## config.mk

```make
export PLATFORM = sky130hd
export DESIGN_NAME = ppc_fifo
export DESIGN_NICKNAME = d
export VERILOG_FILES = /design/src/design/ppc_pkg.sv /design/src/design/ppc_fifo.sv
export SDC_FILE = /design/constraint.sdc
export NUM_CORES = 1
export LEC_CHECK = 0
export BUFFER_PORTS_ARGS = -buffer_cell sky130_fd_sc_hd__buf_2
export CAP_MARGIN = 20
export CORE_ASPECT_RATIO = 1.1
export CORE_MARGIN = 5
export CORE_UTILIZATION = 40
export DETAILED_ROUTE_END_ITERATION = 16
export GPL_TIMING_DRIVEN = 0
export PLACE_DENSITY = 0.68
export SLEW_MARGIN = 30
export SYNTH_ARGS = -nofsm -noshare
export SYNTH_HDL_FRONTEND = slang
export SYNTH_SLANG_ARGS = --single-unit
```

## constraint.sdc

```tcl
create_clock -name clock -period 4.5 [get_ports clock]
set_input_delay 0.45 -clock clock [delete_from_list [all_inputs] [get_ports clock]]
set_output_delay 0.45 -clock clock [all_outputs]
set_load 0.01 [all_outputs]
```

## src/design/ppc_pkg.sv

```systemverilog
// ----------------------------------------------------------------------------
// ppc_pkg: shared definitions for the PID power controller
// Widths, register indexes, clamp codes, reset values and the types that
// travel between the controller's modules.
// ----------------------------------------------------------------------------
package ppc_pkg;

   // error history window
   localparam int WINDOW_LEN = 16;

   // field widths
   localparam int TEMP_W = 10;
   localparam int GAIN_W = 16;
   localparam int MW_W   = 17;
   localparam int ERR_W  = 11;
   localparam int SUM_W  = 15;
   localparam int DIFF_W = 12;
   localparam int CODE_W = 2;

   // scaler datapath: term * gain, then divide by 100 as >>2 and *recip(25)
   localparam int TERM_W      = 15;
   localparam int PROD_W      = 34;
   localparam int MAG_W       = 28;
   localparam int RECIP_W     = 29;
   localparam int RECIP_SHIFT = 33;
   localparam int RP_W        = MAG_W + RECIP_W;
   localparam int QUOT_W      = RP_W - RECIP_SHIFT + 1;
   localparam int DRIVE_W     = QUOT_W + 2;
   localparam logic [RECIP_W-1:0] RECIP_MUL = 29'd343597384;  // ceil(2^33 / 25)

   // drive limits in milliwatts
   localparam int DRIVE_FLOOR = 1000;
   localparam int DRIVE_CEIL  = 100000;

   // result queue
   localparam int FIFO_DEPTH = 8;
   localparam int FIFO_AW    = $clog2(FIFO_DEPTH);
   localparam int CREDIT_W   = $clog2(FIFO_DEPTH + 1);

   // stream widths
   localparam int REQ_DATA_W = 16;
   localparam int RSP_DATA_W = 48;

   // register file
   localparam int CSR_ADDR_W = 3;
   localparam int CSR_DATA_W = MW_W;
   localparam logic [CSR_ADDR_W-1:0] CSR_TARGET_TEMP = 3'd0;
   localparam logic [CSR_ADDR_W-1:0] CSR_KP          = 3'd1;
   localparam logic [CSR_ADDR_W-1:0] CSR_KI          = 3'd2;
   localparam logic [CSR_ADDR_W-1:0] CSR_KD          = 3'd3;
   localparam logic [CSR_ADDR_W-1:0] CSR_MAX_MW      = 3'd4;
   localparam logic [CSR_ADDR_W-1:0] CSR_INIT_MW     = 3'd5;

   localparam logic [TEMP_W-1:0] TARGET_RESET  = 10'd200;
   localparam logic [GAIN_W-1:0] GAIN_RESET    = 16'd0;
   localparam logic [MW_W-1:0]   MAX_MW_RESET  = 17'd75000;
   localparam logic [MW_W-1:0]   INIT_MW_RESET = 17'd20000;

   // operation codes carried in tuser
   localparam logic OP_SAMPLE = 1'b0;
   localparam logic OP_CLEAR  = 1'b1;

   typedef enum logic [CODE_W-1:0] {
      CLAMP_NONE,
      CLAMP_NEGATIVE,
      CLAMP_RUNAWAY,
      CLAMP_LIMIT
   } ppc_clamp_type;

   typedef struct packed {
      logic shift;
      logic clear;
   } ppc_cell_ctrl_type;

   // first member sits in the highest bits
   typedef struct packed {
      logic signed [SUM_W-1:0] sum;
      logic signed [ERR_W-1:0] err;
      ppc_clamp_type           code;
      logic [MW_W-1:0]         drive;
   } ppc_result_type;

   localparam int RESULT_W = $bits(ppc_result_type);

endpackage

```

## src/design/ppc_fifo.sv

```systemverilog
// ----------------------------------------------------------------------------
// ppc_fifo: result queue
// Small register queue between the pipeline and the result stream.
// ----------------------------------------------------------------------------
module ppc_fifo (
   input  logic                    clock,
   input  logic                    reset,
   input  logic                    wr_en,
   input  ppc_pkg::ppc_result_type wr_data,
   input  logic                    rd_en,
   output logic                    rd_valid,
   output ppc_pkg::ppc_result_type rd_data
);
   import ppc_pkg::*;

   ppc_result_type     entry_ff [FIFO_DEPTH];
   logic [FIFO_AW:0]   wr_ptr_ff;
   logic [FIFO_AW:0]   wr_ptr_in;
   logic [FIFO_AW:0]   rd_ptr_ff;
   logic [FIFO_AW:0]   rd_ptr_in;

   assign wr_ptr_in = wr_en ? wr_ptr_ff + 1'b1 : wr_ptr_ff;
   assign rd_ptr_in = rd_en ? rd_ptr_ff + 1'b1 : rd_ptr_ff;

   always_ff @(posedge clock) begin
      if (reset) begin
         wr_ptr_ff <= '0;
         rd_ptr_ff <= '0;
      end else begin
         wr_ptr_ff <= wr_ptr_in;
         rd_ptr_ff <= rd_ptr_in;
      end
   end

   always_ff @(posedge clock) begin
      if (wr_en) begin
         entry_ff[wr_ptr_ff[FIFO_AW-1:0]] <= wr_data;
      end
   end

   assign rd_valid = (wr_ptr_ff != rd_ptr_ff);
   assign rd_data  = entry_ff[rd_ptr_ff[FIFO_AW-1:0]];

endmodule

```

==> results of run 1 <==
## flip-flops by register name, summed over array words and instances (netlist names), named ones only
signal,flops
wr_ptr_ff,4
entry_ff,360
rd_ptr_ff,4
## layout by cell type, fill, tap and decap left out, drive strengths merged, types with 2 or more instances in the layout
| cell | n |
|---|---|
| edfxtp | 360 |
| buf | 143 |
| mux4 | 90 |
| clkbuf | 60 |
| mux2 | 45 |
| nor2 | 14 |
| clkinv | 14 |
| dfxtp | 11 |
| xnor2 | 6 |
| nand2 | 4 |
| nand2b | 3 |
| xor2 | 3 |
| nand4 | 2 |
| nor3 | 2 |
| mux2i | 2 |
| ha | 2 |
## Yosys cell counts (all sizes together)
master	instances	share of area, %
mux2i	2	0.14
nand2	4	0.10
xnor2	6	0.37
ha	2	0.17
nand4	2	0.087
nor3	2	0.070
clkbuf	12	0.33
buf	16	0.94
a21oi	1	0.035
xor2	3	0.18
o21ai	1	0.035
edfxtp	360	75
mux2	45	3.5
mux4	90	16
dfxtp	11	1.5
or3	1	0.044
nor2	14	0.37
nand2b	3	0.13
## area by class of cell
type	count	area, um^2	area share (%)
flip-flops and latches	371	11000	64.2
multi-input cells	176	3180	18.5
clock buffers	48	1050	6.12
repair buffers	127	1040	6.04
well taps	481	602	3.50
plain buffers	28	183	1.06
clock inverters	16	101	0.590
diodes	1	2.50	0.0146
## final timing paths
check                           slack [ns]  cells after the start                      start                         to
worst max register to register        2.32                      5  wr_ptr_ff[1]$_SDFFE_PP0P_  entry_ff[0][33]$_DFFE_PP_
worst min-delay path                  0.20                      1                wr_data[22]  entry_ff[2][22]$_DFFE_PP_
worst max-delay path                  1.45                      5                   register                rd_data[16]
worst min register to register        0.53                      2  wr_ptr_ff[3]$_SDFFE_PP0P_  wr_ptr_ff[3]$_SDFFE_PP0P_
## cells by family after synthesis
kind of cell    share of synthesized area, %
xor+xnor                               0.550
simple gates                           0.803
fa+ha+maj                              0.175
flops                                   77.0
compound gates                        0.0698
mux                                     20.2
buf+inv                                 1.27
## report_power, final
group	switching [mW]	internal, mW	total, mW
logic	0.318	0.293	0.611
clock network	1.21	1.71	2.92
registers	0.0177	3.88	3.90
## layer usage
metal	up-vias	wire (um)
li1	2876	-
met1	3374	12700
met2	124	14500
met3	43	1240
met4	6	442
met5	-	28
==> impl_metrics.json, run 1 <==
{
  "ios": 95,
  "use_met3_pct": 2.93,
  "wirelength_um": 28900,
  "report.final.hold_viol_count": 0,
  "path_max_fanout": 10,
  "grt_pass1_vias": 6825,
  "tns_ns": 0,
  "setup_viol": 0,
  "grt_busiest_layer": "met2",
  "finalClockSkew_ns": 0.0109,
  "avgSynthCellArea_um2": 24.9,
  "cts_tree": "built",
  "crit_family": "buffers and inverters",
  "clock-root-buffer": "clkbuf_16",
  "finalCritPeriodShare_pct": 67.7,
  "gp_congestion": 0.662,
  "worst_path_max_delay_cell": "clkbuf_1",
  "vias": 6423,
  "crit_type": "register to primary output",
  "clkLatencyLatePin_ns": 0.51,
  "dr.pass1.iters": 4,
  "wl_per_cell_um": 23.2,
  "drc": 0,
  "powerDensity_mw_per_mm2": 432,
  "slowest_delay_ns": 0.63,
  "cts_made_buffers": 39,
  "ys_ff_latch": 371,
  "startpoint_type": "register",
  "use_met1_pct": 20.3,
  "synth_cells": 575,
  "finalPower_mw": 7.42,
  "drt-initial-drc-count": 360,
  "rsz0062_at_grt": "false",
  "instances_no_fill": 1248,
  "die-area_mm2": 0.0397,
  "grt_pass1_wl_um": 43500,
  "ys_types": 20,
  "worst_slack_ns": 1.45,
  "initial_core_util_pct": 40.6,
  "vias_per_cell": 5.15,
  "design_area_mm2": 0.0172,
  "drive_gt1_share_pct": 31.5,
  "met2_usage_pct": 24.2,
  "crit_required_ns": 4.05,
  "path_cells": "clkbuf_2, clkbuf_1, mux4_1, mux2_2, buf_2",
  "core_mm2": 0.0353,
  "cts_setup_buffers": 0,
  "ir_drop_uv": 334,
  "dpl.hpwl_um": 19000,
  "hold_buffers": 0,
  "fin_nets": 794,
  "synth-seq-area-share_pct": 77.0,
  "cp.arrival_ns": 2.60,
  "path_buf_inv": 3,
  "min_path_type": "input pin to register",
  "dp_cells": 1183,
  "fmax_ghz": 0.328,
  "outcome": "complete, no violations",
  "maxCapViolCount": 0,
  "worst_slew_pin_slew_ns": 0.796,
  "htreeDepth": 2,
  "port-buffer-count": 93,
  "holdWs_ns": 0.201,
  "clkTransAtPathRegs_ns": 0.06,
  "antenna_found_initial": 4,
  "syn_nets": 626,
  "ys_warn_count": 0,
  "post-place-ws_ns": 1.93,
  "syn_area_mm2": 0.0143,
  "grt.total_usage_pct": 14.6,
  "fin_crit_ns": 3.05,
  "syn2layout_area_growth_pct": 19.9,
  "setup.worst_path.end_class": "primary output",
  "leakagePower_nw": 5.71,
  "place_area_mm2": 0.0160,
  "die-width_um": 190,
  "slew_headroom_pct": 46.9,
  "fillers": 2894,
  "grt_max_degree": 19,
  "final_util_pct": 48.7,
  "rows": 72,
  "post_cts_resized": 0,
  "clk_path_buf_depth": 3,
  "cts_sinks": 371,
  "finalMaxSlewViolations": 0,
  "ant_nets": 0,
  "dieHeight_um": 209,
  "overflow": 0
}
Power figures use the tool's default switching activity.
==> run 2, diff against run 1 <==
- ABC_AREA: unset -> 1
- PLACE_DENSITY: 0.68 -> 0.69
- clock period: 4.5 -> 2.44 ns (I/O delays scaled with it)
==> run 2 against run 1 <==
Effect of this change: final cell count increased by 93%; highest routed layer unchanged; clock-buffer cell count increased by 4; clock skew increased by 0.0023 ns.
==> impl_metrics.json, run 2 <==
{
  "outcome": "complete, no violations",
  "synth_most_common_cell": "nand2_1",
  "drc": 0,
  "place_area_mm2": 0.0192,
  "finalMaxSlewViolations": 0,
  "ant_nets": 0,
  "synth.top_cell.area_share_pct": 62.1,
  "r2r-end": "entry_ff[0][26]$_DFFE_PP_",
  "core_mm2": 0.0432,
  "synthFlopType": "edfxtp_1",
  "final_cell_mix": "507 x nand2_1, 365 x inv_1, 360 x edfxtp_1, 127 x buf_2, 91 x nand3_1",
  "cts_tree": "built",
  "cts_setup_buffers": 0,
  "syn2layout_area_growth_pct": 19.0,
  "port-buffer-count": 94,
  "avgSynthCellArea_um2": 10.8,
  "finalPower_mw": 14.4,
  "vias": 11100,
  "report.final.hold_viol_count": 0,
  "ys_types": 23,
  "grt_pass1_vias": 11500,
  "fin_nets": 1855,
  "die-area_mm2": 0.0478,
  "slew_headroom_pct": 59.4,
  "path_max_fanout": 10,
  "grt.total_usage_pct": 16.4,
  "startpoint_type": "register",
  "ys_ff_latch": 371,
  "worst_slew_pin_slew_ns": 0.608,
  "rows": 80,
  "grt_pass1_wl_um": 62200,
  "leakagePower_nw": 9.47,
  "ys_warn_count": 0,
  "multiInputGateArea_mm2": 0.00452,
  "cts_sinks": 371,
  "synth_edf_count": 360,
  "yosys-top-cells-count": "507 x nand2_1, 366 x inv_1, 360 x edfxtp_1, 91 x nand3_1",
  "crit_required_ns": 2.20,
  "rsz0062_at_grt": "true",
  "worst_r2r_path_depth": 5,
  "drt-initial-drc-count": 635,
  "overflow": 0,
  "final_common_cell": "nand2_1",
  "worst_path_max_delay_cell": "clkbuf_1",
  "largest_register_ffs": 360,
  "dpl.hpwl_um": 26500,
  "synth_cells": 1618,
  "async_flop_share_pct": 0,
  "antenna_found_initial": 3,
  "vias_per_cell": 4.62,
  "cp.depth": 7,
  "finalCritPeriodShare_pct": 97.9,
  "yosysTopAreaCell": "edfxtp_1",
  "fin_crit_ns": 2.39,
  "clkTransAtPathRegs_ns": 0.06,
  "initial_core_util_pct": 40.2,
  "path_buf_inv": 3,
  "fmax_ghz": 0.419,
  "powerDensity_mw_per_mm2": 694,
  "syn_nets": 1669,
  "dieHeight_um": 229,
  "slowest_delay_ns": 0.46,
  "ir_drop_uv": 551,
  "cts_made_buffers": 38,
  "ff2ff_setup_slack_ns": 0.41,
  "setup_viol": 0,
  "setup.worst_path.end_class": "primary output",
  "clock-root-buffer": "clkbuf_16",
  "crit_type": "register to primary output",
  "drive_gt1_share_pct": 22.8,
  "grt_max_degree": 20,
  "htreeDepth": 2,
  "hp-start": "wr_data[34]",
  "gp_congestion": 0.781,
  "crit_family": "buffers and inverters",
  "dr.pass1.iters": 5,
  "min_path_type": "input pin to register",
  "path_cells": "buf_4, clkbuf_1, nand3_1, nand2_1, nand2_1, nand2_1, buf_2",
  "hold_end": "entry_ff[1][34]$_DFFE_PP_",
  "final_util_pct": 47.9,
  "syn_area_mm2": 0.0174,
  "design_area_mm2": 0.0207,
  "synth-seq-area-share_pct": 63.4,
  "fillers": 3841,
  "wl_per_cell_um": 16.5,
  "finalClockSkew_ns": 0.0133,
  "die-width_um": 209,
  "ios": 95,
  "maxCapViolCount": 0,
  "tns_ns": 0,
  "synthTopCellsByArea": "edfxtp_1 62%, nand2_1 11%, inv_1 7.9%, nand2_4 5.8%, nand3_2 5.2%",
  "crit_path_frequent_cell": "nand2_1",
  "cp.arrival_ns": 2.15,
  "clk_path_buf_depth": 3,
  "regArea_mm2": 0.0110,
  "clkLatencyLatePin_ns": 0.52,
  "wirelength_um": 39800,
  "holdPathStages": 1,
  "regToRegStartpoint": "wr_ptr_ff[0]$_SDFFE_PP0P_"
}
## run 2: final cells by class
class	count	share of cell area [%]
Inverter	368	6.72
Sequential cell	371	53.3
Tap cell	574	3.47
Clock inverter	12	0.369
Timing Repair Buffer	146	6.50
Antenna cell	2	0.0242
Clock buffer	52	5.25
Buffer	67	2.56
Multi-Input combinational cell	812	21.8
## run 2: power by group
part / internal, mW / total [mW] / switching (mW)
clock: 3.20 / 5.47 / 2.27
combinational: 0.618 / 1.73 / 1.11
sequential: 7.14 / 7.17 / 0.0370
## run 2: through the flow
step,worst slack [ns],hold WS [ns],std cells
2_1_floorplan,-0.524,0.313,1618
3_3_place_gp,-2.54,0.418,2286
3_5_place_dp,0.321,0.429,2307
4_1_cts,0.0288,0.000696,2402
5_1_grt,-0.0132,0.0160,2404
6_report,0.0507,0.00562,2404
## run 2: logic make-up after synthesis
kind of cell | Yosys count | share of synthesized area [%]
AOI/OAI and AO/OA | 12 | 0.345
xor gates and xnor gates | 4 | 0.201
buffers and inverters | 435 | 11.0
adders and majority gates | 2 | 0.144
and+or+nand+nor | 794 | 25.0
DFF | 371 | 63.4
## run 2: what timing repair did
action | in CTS | in global routing
gates resized for setup | 0 | 11
hold buffers | 31 | 0
hold endpoints to repair | 217 | 0
endpoints found under the setup margin | 0 | 15
## run 2: worst max path at each step
stage,slack [ns],endpoint,from
2_1_floorplan,-0.52,entry_ff[0][0]$_DFFE_PP_,wr_ptr_ff[0]$_SDFFE_PP0P_
3_3_place_gp,-2.54,entry_ff[2][27]$_DFFE_PP_,wr_en
3_5_place_dp,0.32,entry_ff[0][26]$_DFFE_PP_,wr_en
4_1_cts,0.03,rd_data[3],register
5_1_grt,-0.01,rd_data[4],register
6_report,0.05,rd_data[0],register
## run 2: per-layer routing
metal  GRT usage [%]  vias to the layer above  share of wire [%]
met5               0                        -              0.018
met3            2.39                       91                4.6
met4            6.24                        2                3.4
met2            29.2                      300                 51
met1            20.3                     5295                 41
li1                -                     5409                  -
