===== config.mk =====
export PLATFORM = sky130hd
export DESIGN_NAME = ppc_cell
export DESIGN_NICKNAME = d
export VERILOG_FILES = /design/src/design/ppc_pkg.sv /design/src/design/ppc_cell.sv
export SDC_FILE = /design/constraint.sdc
export NUM_CORES = 1
export LEC_CHECK = 0
export ABC_CLOCK_PERIOD_IN_PS = 800
export BUFFER_PORTS_ARGS = -buffer_cell sky130_fd_sc_hd__buf_2
export CELL_PAD_IN_SITES_DETAIL_PLACEMENT = 1
export CELL_PAD_IN_SITES_GLOBAL_PLACEMENT = 1
export CORE_MARGIN = 2
export CORE_UTILIZATION = 24
export DETAILED_ROUTE_END_ITERATION = 12
export PLACE_DENSITY = 0.75
export SLEW_MARGIN = 20
export SYNTH_ARGS = -nofsm -noshare
export SYNTH_HDL_FRONTEND = slang
export SYNTH_SLANG_ARGS = --single-unit

===== constraint.sdc =====
create_clock -name clock -period 0.8 [get_ports clock]
set_input_delay 0.04 -clock clock [delete_from_list [all_inputs] [get_ports clock]]
set_output_delay 0.04 -clock clock [all_outputs]
set_load 0.02 [all_outputs]

===== src/design/ppc_pkg.sv =====
// ----------------------------------------------------------------------------
// ppc_pkg: shared definitions for the PID power controller
// Widths, register indexes, clamp codes, reset values and the types that
// travel between the controller's modules.
// ----------------------------------------------------------------------------
package ppc_pkg;

   // error history window
   localparam int WINDOW_LEN = 16;

   // field widths
   localparam int TEMP_W = 10;
   localparam int GAIN_W = 16;
   localparam int MW_W   = 17;
   localparam int ERR_W  = 11;
   localparam int SUM_W  = 15;
   localparam int DIFF_W = 12;
   localparam int CODE_W = 2;

   // scaler datapath: term * gain, then divide by 100 as >>2 and *recip(25)
   localparam int TERM_W      = 15;
   localparam int PROD_W      = 34;
   localparam int MAG_W       = 28;
   localparam int RECIP_W     = 29;
   localparam int RECIP_SHIFT = 33;
   localparam int RP_W        = MAG_W + RECIP_W;
   localparam int QUOT_W      = RP_W - RECIP_SHIFT + 1;
   localparam int DRIVE_W     = QUOT_W + 2;
   localparam logic [RECIP_W-1:0] RECIP_MUL = 29'd343597384;  // ceil(2^33 / 25)

   // drive limits in milliwatts
   localparam int DRIVE_FLOOR = 1000;
   localparam int DRIVE_CEIL  = 100000;

   // result queue
   localparam int FIFO_DEPTH = 8;
   localparam int FIFO_AW    = $clog2(FIFO_DEPTH);
   localparam int CREDIT_W   = $clog2(FIFO_DEPTH + 1);

   // stream widths
   localparam int REQ_DATA_W = 16;
   localparam int RSP_DATA_W = 48;

   // register file
   localparam int CSR_ADDR_W = 3;
   localparam int CSR_DATA_W = MW_W;
   localparam logic [CSR_ADDR_W-1:0] CSR_TARGET_TEMP = 3'd0;
   localparam logic [CSR_ADDR_W-1:0] CSR_KP          = 3'd1;
   localparam logic [CSR_ADDR_W-1:0] CSR_KI          = 3'd2;
   localparam logic [CSR_ADDR_W-1:0] CSR_KD          = 3'd3;
   localparam logic [CSR_ADDR_W-1:0] CSR_MAX_MW      = 3'd4;
   localparam logic [CSR_ADDR_W-1:0] CSR_INIT_MW     = 3'd5;

   localparam logic [TEMP_W-1:0] TARGET_RESET  = 10'd200;
   localparam logic [GAIN_W-1:0] GAIN_RESET    = 16'd0;
   localparam logic [MW_W-1:0]   MAX_MW_RESET  = 17'd75000;
   localparam logic [MW_W-1:0]   INIT_MW_RESET = 17'd20000;

   // operation codes carried in tuser
   localparam logic OP_SAMPLE = 1'b0;
   localparam logic OP_CLEAR  = 1'b1;

   typedef enum logic [CODE_W-1:0] {
      CLAMP_NONE,
      CLAMP_NEGATIVE,
      CLAMP_RUNAWAY,
      CLAMP_LIMIT
   } ppc_clamp_type;

   typedef struct packed {
      logic shift;
      logic clear;
   } ppc_cell_ctrl_type;

   // first member sits in the highest bits
   typedef struct packed {
      logic signed [SUM_W-1:0] sum;
      logic signed [ERR_W-1:0] err;
      ppc_clamp_type           code;
      logic [MW_W-1:0]         drive;
   } ppc_result_type;

   localparam int RESULT_W = $bits(ppc_result_type);

endpackage


===== src/design/ppc_cell.sv =====
// ----------------------------------------------------------------------------
// ppc_cell: one slot of the error history chain
// Holds one error; loads its neighbor's value on shift, zeroes on clear.
// ----------------------------------------------------------------------------
module ppc_cell (
   input  logic                                 clock,
   input  logic                                 reset,
   input  ppc_pkg::ppc_cell_ctrl_type           ctrl,
   input  logic signed [ppc_pkg::ERR_W-1:0]     shift_in,
   output logic signed [ppc_pkg::ERR_W-1:0]     value
);
   import ppc_pkg::*;

   logic signed [ERR_W-1:0] value_ff;
   logic signed [ERR_W-1:0] value_in;

   always_comb begin
      value_in = value_ff;
      if (ctrl.clear) begin
         value_in = '0;
      end else if (ctrl.shift) begin
         value_in = shift_in;
      end
   end

   always_ff @(posedge clock) begin
      if (reset) begin
         value_ff <= '0;
      end else begin
         value_ff <= value_in;
      end
   end

   assign value = value_ff;

endmodule


==> out/metrics.csv, run 1 <==
stage;metric;value;unit
clocking;clockBufferDepth;2;
setup_path;crit_path_start;value[3];
place;io_buffers;25;
worst_hold_path;hp-class;in2reg;
setup_path;endpoint_kind;output port;
synth;syn_area_per_cell;11.12;um2
floorplanning;ios;26;
setup_path;worstPathMaxFanout;2;
setup_path;critPathCapture;value[3];
synth;synth-seq-area-share;55.00;%
global_routing;first_global_vias;314;
cells_and_area;drive_gt1_share;61.19;%
setup_path;cp.arrival;730;ps
floorplanning;coreArea;0.001541;mm2
floorplanning;fp.dieW;44.85;um
global_routing;antenna_found_initial;0;
clocking;cts.clk_slew.worst_paths;70;ps
synth;synth_area;400.4;um2
synth;synthCells;36;
global_routing;grtUsageTotal;10.78;%
setup_path;cp-start-kind;register;
synth;yosysUniqueCellTypes;5;
floorplanning;num_rows;14;
routing;wire_per_inst;11.02;um
timing;drv_slew;0;
setup_path;cpPeakStageDelay;340;ps
routing;ant_nets;0;
routing;drt-total-wl;915;um
status;violations;negative hold slack;
timing;max_slew_margin;75.38;%
floorplanning;die-area;0.002011;mm2
routing;vias_per_cell;4.386;
synth;synth_seq_cells;11;
timing;worstMarginPinSlew;369.3;ps
setup_path;path_buf_inv;1;
timing;min_period;766.0;ps
setup_path;critPathRequiredTime;760;ps
setup_path;r2r_slack;70;ps
clocking;htreeDepth;1;
floorplanning;start_util;25.97;%
floorplanning;die_height;44.85;um
clocking;root_buffer;clkbuf_4;
cells_and_area;areaGrowthSynthToFinish;67.50;%
timing;finClkSkew;0;ps
clocking;cts.sinks;11;
synth;syn_nets;51;
global_routing;grt_max_degree;12;
clocking;cts_tree;built;
setup_path;worstReg2RegStart;value[9];
routing;drtIter0Drc;4;
cells_and_area;largest_register_ffs;11;
timing;fin_crit_sh;95.75;%
run;cap_violations;0;
cells_and_area;diodes;0;
clocking;numCtsBuffers;3;
global_routing;grt.overflow.total;0;
timing;final-setup-viol-count;0;
pwr;ir_worst_vdd;0.7426;mV
pwr;p_per_area;1683;mW/mm2
status;status;complete, but fails checks;
setup_path;cp_slowest_cell;dfxtp_2;
setup_path;r2r_cells;3;
timing;whs;-0.1392;ps
place;pre_cts_slack;44.16;ps
clocking;clock_latency;270;ps
setup_path;crit_chain;buf_6;
synth;yosysWarnings;0;
timing;layout_setup_ws;34.01;ps
global_routing;grt_pass1_wl;1435;um
routing;route.vias.total;364;
timing;fmax;1.306;GHz
place;gp_congestion;0.5497;
timing;hold_viol_final;1;
cells_and_area;layout.nets;83;
routing;dr.pass1.iters;3;
setup_path;path_delay_family;flip-flops;
timing;grt_setup_unrepaired;yes;
routing;drc_errors;0;
cells_and_area;final_util;43.51;%
pwr;p_leak;0.3331;nW
setup_path;cp_num_cells;1;
setup_path;path_class;reg2out;
setup_path;r2r_end;value[9];
[cell usage after synthesis, drive strengths merged]
cell type / number / share of area, %
or2: 1 / 1.6
mux2i: 11 / 28
nor2: 11 / 10
buf: 2 / 5.6
dfxtp: 11 / 55
[per-stage QoR]
step / power, mW / hold slack (ps) / std cells / cell area [um2] / TNS (ps)
floorplan: 0.6733 / 187.2 / 36 / 400.4 / 0
global placement: 0.7195 / 277.6 / 75 / 523.0 / 0
CTS: 1.132 / 0.4665 / 81 / 611.8 / 0
detailed placement: 0.7232 / 287.9 / 75 / 523.0 / 0
global route: 1.210 / 2.194 / 83 / 670.6 / -33.58
finish: 1.129 / -0.1392 / 83 / 670.6 / 0
[how the worst min path moves through the flow]
stage	start	end	slack, ps	cells after the start
6_report	shift_in[4]	value[4]	-0.1	3
5_1_grt	shift_in[4]	value[4]	2	3
4_1_cts	shift_in[9]	value[9]	0.5	3
3_3_place_gp	shift_in[7]	value[7]	280	3
2_1_floorplan	shift_in[0]	value[0]	190	2
3_5_place_dp	shift_in[3]	value[3]	290	3
[kinds of logic after synthesis]
group	share of synthesized area (%)
AND/OR/NAND/NOR	11.88
multiplexers	27.50
flip-flops	55.00
buffers and inverters	5.625
[layer usage]
layer	wire [um]	share of wire (%)	track usage, %
met5	0	0	0
met4	19	2.1	7.059
met3	94	10	8.000
met2	441	48	13.04
met1	359	39	13.05
[placed cells by master (no fill, tap or decap)]
master,synthesis,layout
buf_2,0,14
mux2i_1,11,11
nor2_1,11,11
buf_6,2,11
dfxtp_2,0,11
clkbuf_4,0,3
dlygate4sd3_1,0,3
or2_1,1,1
clkinv_2,0,1
buf_4,0,1
[worst min-delay path, delay by kind of cell]
| kind | cells | cell delay (ps) |
|---|---|---|
| multiplexers | 1 | 50 |
| AND/OR/NAND/NOR | 1 | 70 |
| buffers and inverters | 1 | 70 |
[power by group]
group          internal, mW  switching, mW
Sequential            0.569         0.0120
Clock                 0.185          0.195
Combinational        0.0959         0.0726
Total                 0.850          0.279
[cell type report]
| class | instances | area [um2] |
|---|---|---|
| Sequential cell | 11 | 234.0 |
| Tap cell | 16 | 20.02 |
| Fill cell | 176 | 870.8 |
| Timing Repair Buffer | 29 | 231.5 |
| Clock inverter | 1 | 5.005 |
| Clock buffer | 3 | 22.52 |
| Multi-Input combinational cell | 23 | 157.7 |
[repair_timing]
| item | 4_1_cts | 5_1_grt |
|---|---|---|
| endpoints found under the setup margin | 11 | 11 |
| resized for setup | 18 | 15 |
| endpoints found under the hold margin | 2 | 1 |
| buffers inserted | 0 | 1 |
| hold buffers | 2 | 1 |
No activity file was read; power rests on OpenSTA's default activity.
==> run 2: changes to the inputs <==
- CELL_PAD_IN_SITES_DETAIL_PLACEMENT: 1 -> default
- CELL_PAD_IN_SITES_GLOBAL_PLACEMENT: 1 -> default
- CORE_UTILIZATION: 24 -> 30
- PLACE_DENSITY: 0.75 -> 0.7
- RECOVER_POWER: default -> 25
==> out/metrics.csv, run 2 (synthesis gave the netlist of run 1 again) <==
stage;metric;value;unit;change
setup_path;path_buf_inv;1;;unchanged
clocking;cts_setup_buffers;0;;unchanged
clocking;clock_latency;260;ps;about the same
floorplanning;fp.dieW;40.53;um;-9.6%
cells_and_area;largest_register_ffs;11;;unchanged
pwr;p_per_area;1838;mW/mm2;+9.2%
timing;finClkSkew;0;ps;unchanged
clocking;cts_tree;built;;
place;pre_cts_slack;48.52;ps;+4.355 ps
status;status;complete, no violations;;
clocking;root_buffer;clkbuf_4;;
timing;grt_setup_unrepaired;no;;
timing;drv_slew;0;;unchanged
setup_path;cp_num_cells;1;;unchanged
setup_path;cpPeakStageDelay;330;ps;about the same
pwr;intPower;0.8373;mW;-1.5%
cells_and_area;drive_gt1_share;61.90;%;+0.71 points
timing;hold_viol_final;0;;-1
timing;fmax;1.285;GHz;-1.6%
floorplanning;coreArea;0.001269;mm2;-18%
routing;vias_per_cell;4.410;;+0.56%
setup_path;cp.arrival;740;ps;about the same
cells_and_area;fillers;131;;-26%
pwr;comb_power_share;13.3;%;-1.6 points
global_routing;grt_pass1_wl;1235;um;-14%
pwr;p_sw_share;23.67;%;-1.1 points
floorplanning;die-area;0.001643;mm2;-18%
timing;setup_tns;0;ps;unchanged
place;gp_congestion;0.5648;;+2.7%
worst_hold_path;hold_depth;3;;unchanged
clocking;numCtsBuffers;3;;unchanged
timing;min_period;778.2;ps;+12.18 ps
floorplanning;start_util;31.56;%;+5.6 points
pwr;p_leak;0.3055;nW;-8.3%
timing;layout_setup_ws;21.83;ps;-12.18 ps
place;post_dp_cell_area;521.8;um2;-0.24%
cells_and_area;final_cell_mix;14 x buf_2, 11 x mux2i_1, 11 x nor2_1, 11 x dfxtp_2, 9 x buf_4;;
run;cap_violations;0;;unchanged
routing;drtIter0Drc;1;;-3
pwr;finalPower;1.097;mW;-2.8%
timing;final-setup-viol-count;0;;unchanged
setup_path;worstPathMaxFanout;2;;unchanged
timing;whs;11.93;ps;+12.07 ps
timing;worstMarginPinSlew;357.8;ps;-11.48 ps
cells_and_area;regArea;234.0;um2;unchanged
global_routing;antenna_found_initial;0;;unchanged
setup_path;endpoint_kind;output port;;
setup_path;r2r_cells;2;;-1
floorplanning;die_height;40.53;um;-9.6%
worst_hold_path;hp-class;in2reg;;
floorplanning;num_rows;13;;-1
cells_and_area;stdcell_area;596.8;um2;-11%
setup_path;cp_slowest_cell;dfxtp_2;;
place;hpwl;555.6;um;
setup_path;critPathRequiredTime;760;ps;about the same
cells_and_area;areaGrowthSynthToFinish;49.06;%;
pwr;pwr-share-clk;34.0;%;+0.4 points
place;io_buffers;25;;unchanged
cells_and_area;multi_input_area;157.7;um2;unchanged
cells_and_area;diodes;0;;unchanged
clocking;clockBufferDepth;2;;unchanged
pwr;seq_power_share;52.7;%;+1.3 points
pwr;ir_worst_vdd;0.9230;mV;+24%
clocking;htreeDepth;1;;unchanged
setup_path;crit_chain;buf_4;;
global_routing;grt_max_degree;12;;unchanged
global_routing;grt.overflow.total;0;;unchanged
clocking;ctsHoldBuffers;0;;-2
cells_and_area;final_common_cell;buf_2;;
routing;drt-total-wl;776;um;-15%
routing;route.vias.total;344;;-5.5%
cells_and_area;layout.nets;79;;-4.8%
global_routing;first_global_vias;281;;-11%
routing;drc_errors;0;;unchanged
timing;fin_crit_sh;97.27;%;+1.5 points
clocking;cts.clk_slew.worst_paths;70;ps;about the same
clocking;cts.sinks;11;;unchanged
routing;ant_nets;0;;unchanged
floorplanning;ios;26;;unchanged
setup_path;r2r_slack;180;ps;+110 ps
routing;dr.pass1.iters;2;;-1
timing;max_slew_margin;76.15;%;+0.77 points
pwr;switching_power;0.2596;mW;-7.0%
setup_path;path_class;reg2out;;
setup_path;cp-start-kind;register;;
global_routing;grtUsageTotal;12.64;%;+1.9 points
setup_path;path_delay_family;flip-flops;;
routing;wire_per_inst;9.949;um;-9.8%
-- run 2: changes by cell type in the layout (fill, tap and decap cells not counted) --
cell           change
buf_6              -9
buf_4              +8
dlygate4sd3_1      -3
clkbuf_1           +1
clkinv_2           -1
-- run 2: path summary, 6_finish.rpt --
check | from | to
worst max-delay path | value[6] | value[6]
worst min-delay path | shift_in[3] | value[3]
worst max register to register | value[8] | value[8]
worst min register to register | value[3] | value[3]
-- run 2: per-stage QoR --
stage | std cells | utilization (%)
after CTS | 78 | 44.77
after global routing | 78 | 47.04
after global placement | 74 | 41.12
after floorplan | 36 | -
after detailed placement | 74 | 41.12
final | 78 | 47.04
-- run 2: layout make-up --
type	count	area share (%)
well taps	15	3.145
clock buffers	4	4.403
repair buffers	25	26.83
flip-flops and latches	11	39.20
multi-input cells	23	26.42
-- run 2: timing repair --
action                                  CTS  global route
pin swaps                                 0             0
gates resized for setup                   8            16
endpoints found under the setup margin    8            11
cloned                                    0             0
-- run 2: power groups by stage --
stage          Clock [mW]  Sequential, mW  Combinational [mW]
2_1_floorplan           0           0.609              0.0645
3_3_place_gp            0           0.586               0.133
3_5_place_dp            0           0.586               0.136
4_1_cts             0.385           0.574               0.143
5_1_grt             0.404           0.580               0.163
6_report            0.373           0.578               0.146
-- run 2: layer usage --
metal,vias to the layer above,GRT usage [%],part of all wire (%)
met5,-,0,0
met4,0,12.50,4.0
met3,4,5.000,8.8
met2,18,15.08,43
met1,150,16.33,44
li1,172,-,-
==> run 3: changes to the inputs <==
- MAX_ROUTING_LAYER: default -> met4
==> out/metrics.csv, run 3 (synthesis gave the netlist of run 1 again) <==
stage;metric;value;unit;change
status;status;complete, no violations;;
setup_path;path_class;reg2out;;
cells_and_area;drive_gt1_share;61.90;%;unchanged
floorplanning;die-area;0.001643;mm2;unchanged
clocking;numCtsBuffers;3;;unchanged
setup_path;path_delay_family;flip-flops;;
timing;hold_viol_final;0;;unchanged
pwr;seq_power_share;52.8;%;about the same
floorplanning;ios;26;;unchanged
pwr;pwr-share-clk;33.9;%;about the same
routing;wire_per_inst;10.03;um;+0.77%
routing;drc_errors;0;;unchanged
setup_path;cp_slowest_cell;dfxtp_2;;
setup_path;cpPeakStageDelay;330;ps;about the same
setup_path;worstReg2RegStart;value[8];;
setup_path;r2r_slack;180;ps;about the same
floorplanning;die_height;40.53;um;unchanged
global_routing;antenna_found_initial;0;;unchanged
timing;grt_setup_unrepaired;no;;
setup_path;path_buf_inv;1;;unchanged
clocking;root_buffer;clkbuf_4;;
clocking;htreeDepth;1;;unchanged
setup_path;cp-start-kind;register;;
worst_hold_path;holdPathEnd;value[3];;
timing;drv_slew;0;;unchanged
clocking;cts.sinks;11;;unchanged
pwr;p_leak;0.3055;nW;unchanged
cells_and_area;final_cell_mix;14 x buf_2, 11 x mux2i_1, 11 x nor2_1, 11 x dfxtp_2, 9 x buf_4;;
timing;worstMarginPinSlew;367.2;ps;+9.389 ps
timing;setup_tns;0;ps;unchanged
pwr;switching_power;0.2577;mW;-0.73%
timing;max_slew_margin;75.52;%;-0.63 points
floorplanning;coreArea;0.001269;mm2;unchanged
clocking;cts_setup_buffers;0;;unchanged
global_routing;grt_pass1_wl;1242;um;+0.57%
cells_and_area;layout.nets;79;;unchanged
floorplanning;num_rows;13;;unchanged
clocking;cts.clk_slew.worst_paths;70;ps;about the same
global_routing;grt_max_degree;12;;unchanged
worst_hold_path;min_from;shift_in[3];;
timing;min_period;776.5;ps;-1.703 ps
routing;drtIter0Drc;0;;-1
clocking;ctsHoldBuffers;0;;unchanged
worst_hold_path;hold_depth;3;;unchanged
setup_path;r2r_cells;2;;unchanged
place;hpwl;555.6;um;unchanged
floorplanning;start_util;31.56;%;unchanged
place;io_buffers;25;;unchanged
timing;fmax;1.288;GHz;+0.22%
pwr;comb_power_share;13.3;%;about the same
run;cap_violations;0;;unchanged
cells_and_area;diodes;0;;unchanged
global_routing;first_global_vias;282;;+0.36%
timing;final-setup-viol-count;0;;unchanged
global_routing;grt.overflow.total;0;;unchanged
place;gp_congestion;0.5673;;+0.44%
clocking;clock_latency;260;ps;about the same
cells_and_area;final_common_cell;buf_2;;
setup_path;worstPathMaxFanout;2;;unchanged
timing;fin_crit_sh;97.06;%;-0.21 points
pwr;p_per_area;1834;mW/mm2;-0.19%
pwr;p_sw_share;23.54;%;-0.13 points
routing;vias_per_cell;4.372;;-0.87%
setup_path;endpoint_kind;output port;;
routing;dr.pass1.iters;1;;-1
pwr;ir_worst_vdd;0.9234;mV;about the same
timing;finClkSkew;0;ps;unchanged
worst_hold_path;hp-class;in2reg;;
routing;ant_nets;0;;unchanged
cells_and_area;areaGrowthSynthToFinish;49.06;%;unchanged
setup_path;cp.arrival;740;ps;about the same
timing;whs;13.84;ps;+1.914 ps
global_routing;grtUsageTotal;13.00;%;+0.36 points
routing;drt-total-wl;782;um;+0.77%
pwr;intPower;0.8372;mW;about the same
setup_path;r2r_end;value[8];;
clocking;clockBufferDepth;2;;unchanged
setup_path;crit_chain;buf_4;;
cells_and_area;largest_register_ffs;11;;unchanged
floorplanning;fp.dieW;40.53;um;unchanged
setup_path;cp_num_cells;1;;unchanged
cells_and_area;fillers;131;;unchanged
routing;route.vias.total;341;;-0.87%
setup_path;critPathRequiredTime;760;ps;about the same
clocking;cts_resized;8;;unchanged
clocking;cts_tree;built;;
run 3: layout make-up:
type / count / area [um2] / area share, %
clock buffer: 4 / 26.28 / 4.403
tap: 15 / 18.77 / 3.145
multi-input combinational: 23 / 157.7 / 26.42
sequential: 11 / 234.0 / 39.20
timing repair buffer: 25 / 160.2 / 26.83
run 3: per-layer routing:
metal / vias to the layer above / GRT usage (%) / part of all wire, %
met3: 2 / 5.000 / 9.2
met1: 151 / 16.33 / 43
met4: 0 / 12.50 / 1.8
met2: 16 / 15.08 / 46
met5: - / - / 0
li1: 172 / - / -
run 3: worst max path at each step:
stage | startpoint | end | slack [ps]
floorplan | value[0] | value[0] | 150
global placement | ctrl[1] | value[7] | 70
detailed placement | ctrl[1] | value[5] | 50
CTS | value[5] | value[5] | 0.5
global route | value[6] | value[6] | 0.6
finish | value[6] | value[6] | 20
run 3: stage by stage:
| stage | std cells | total power, mW | setup WS, ps | utilization (%) | area (um2) |
|---|---|---|---|---|---|
| floorplan | 36 | 0.6733 | 154.6 | - | 400.4 |
| global placement | 74 | 0.7190 | 67.04 | 41.12 | 521.8 |
| detailed placement | 74 | 0.7219 | 48.52 | 41.12 | 521.8 |
| CTS | 78 | 1.103 | 0.5366 | 44.77 | 568.0 |
| global route | 78 | 1.147 | 0.5704 | 47.04 | 596.8 |
| finish | 78 | 1.095 | 23.53 | 47.04 | 596.8 |
run 3: power by group through the flow:
stage	registers (mW)	clock network [mW]	logic (mW)
final	0.578	0.371	0.146
after floorplan	0.609	0	0.0645
after detailed placement	0.586	0	0.136
after global placement	0.586	0	0.133
after CTS	0.574	0.385	0.143
after global routing	0.580	0.404	0.163
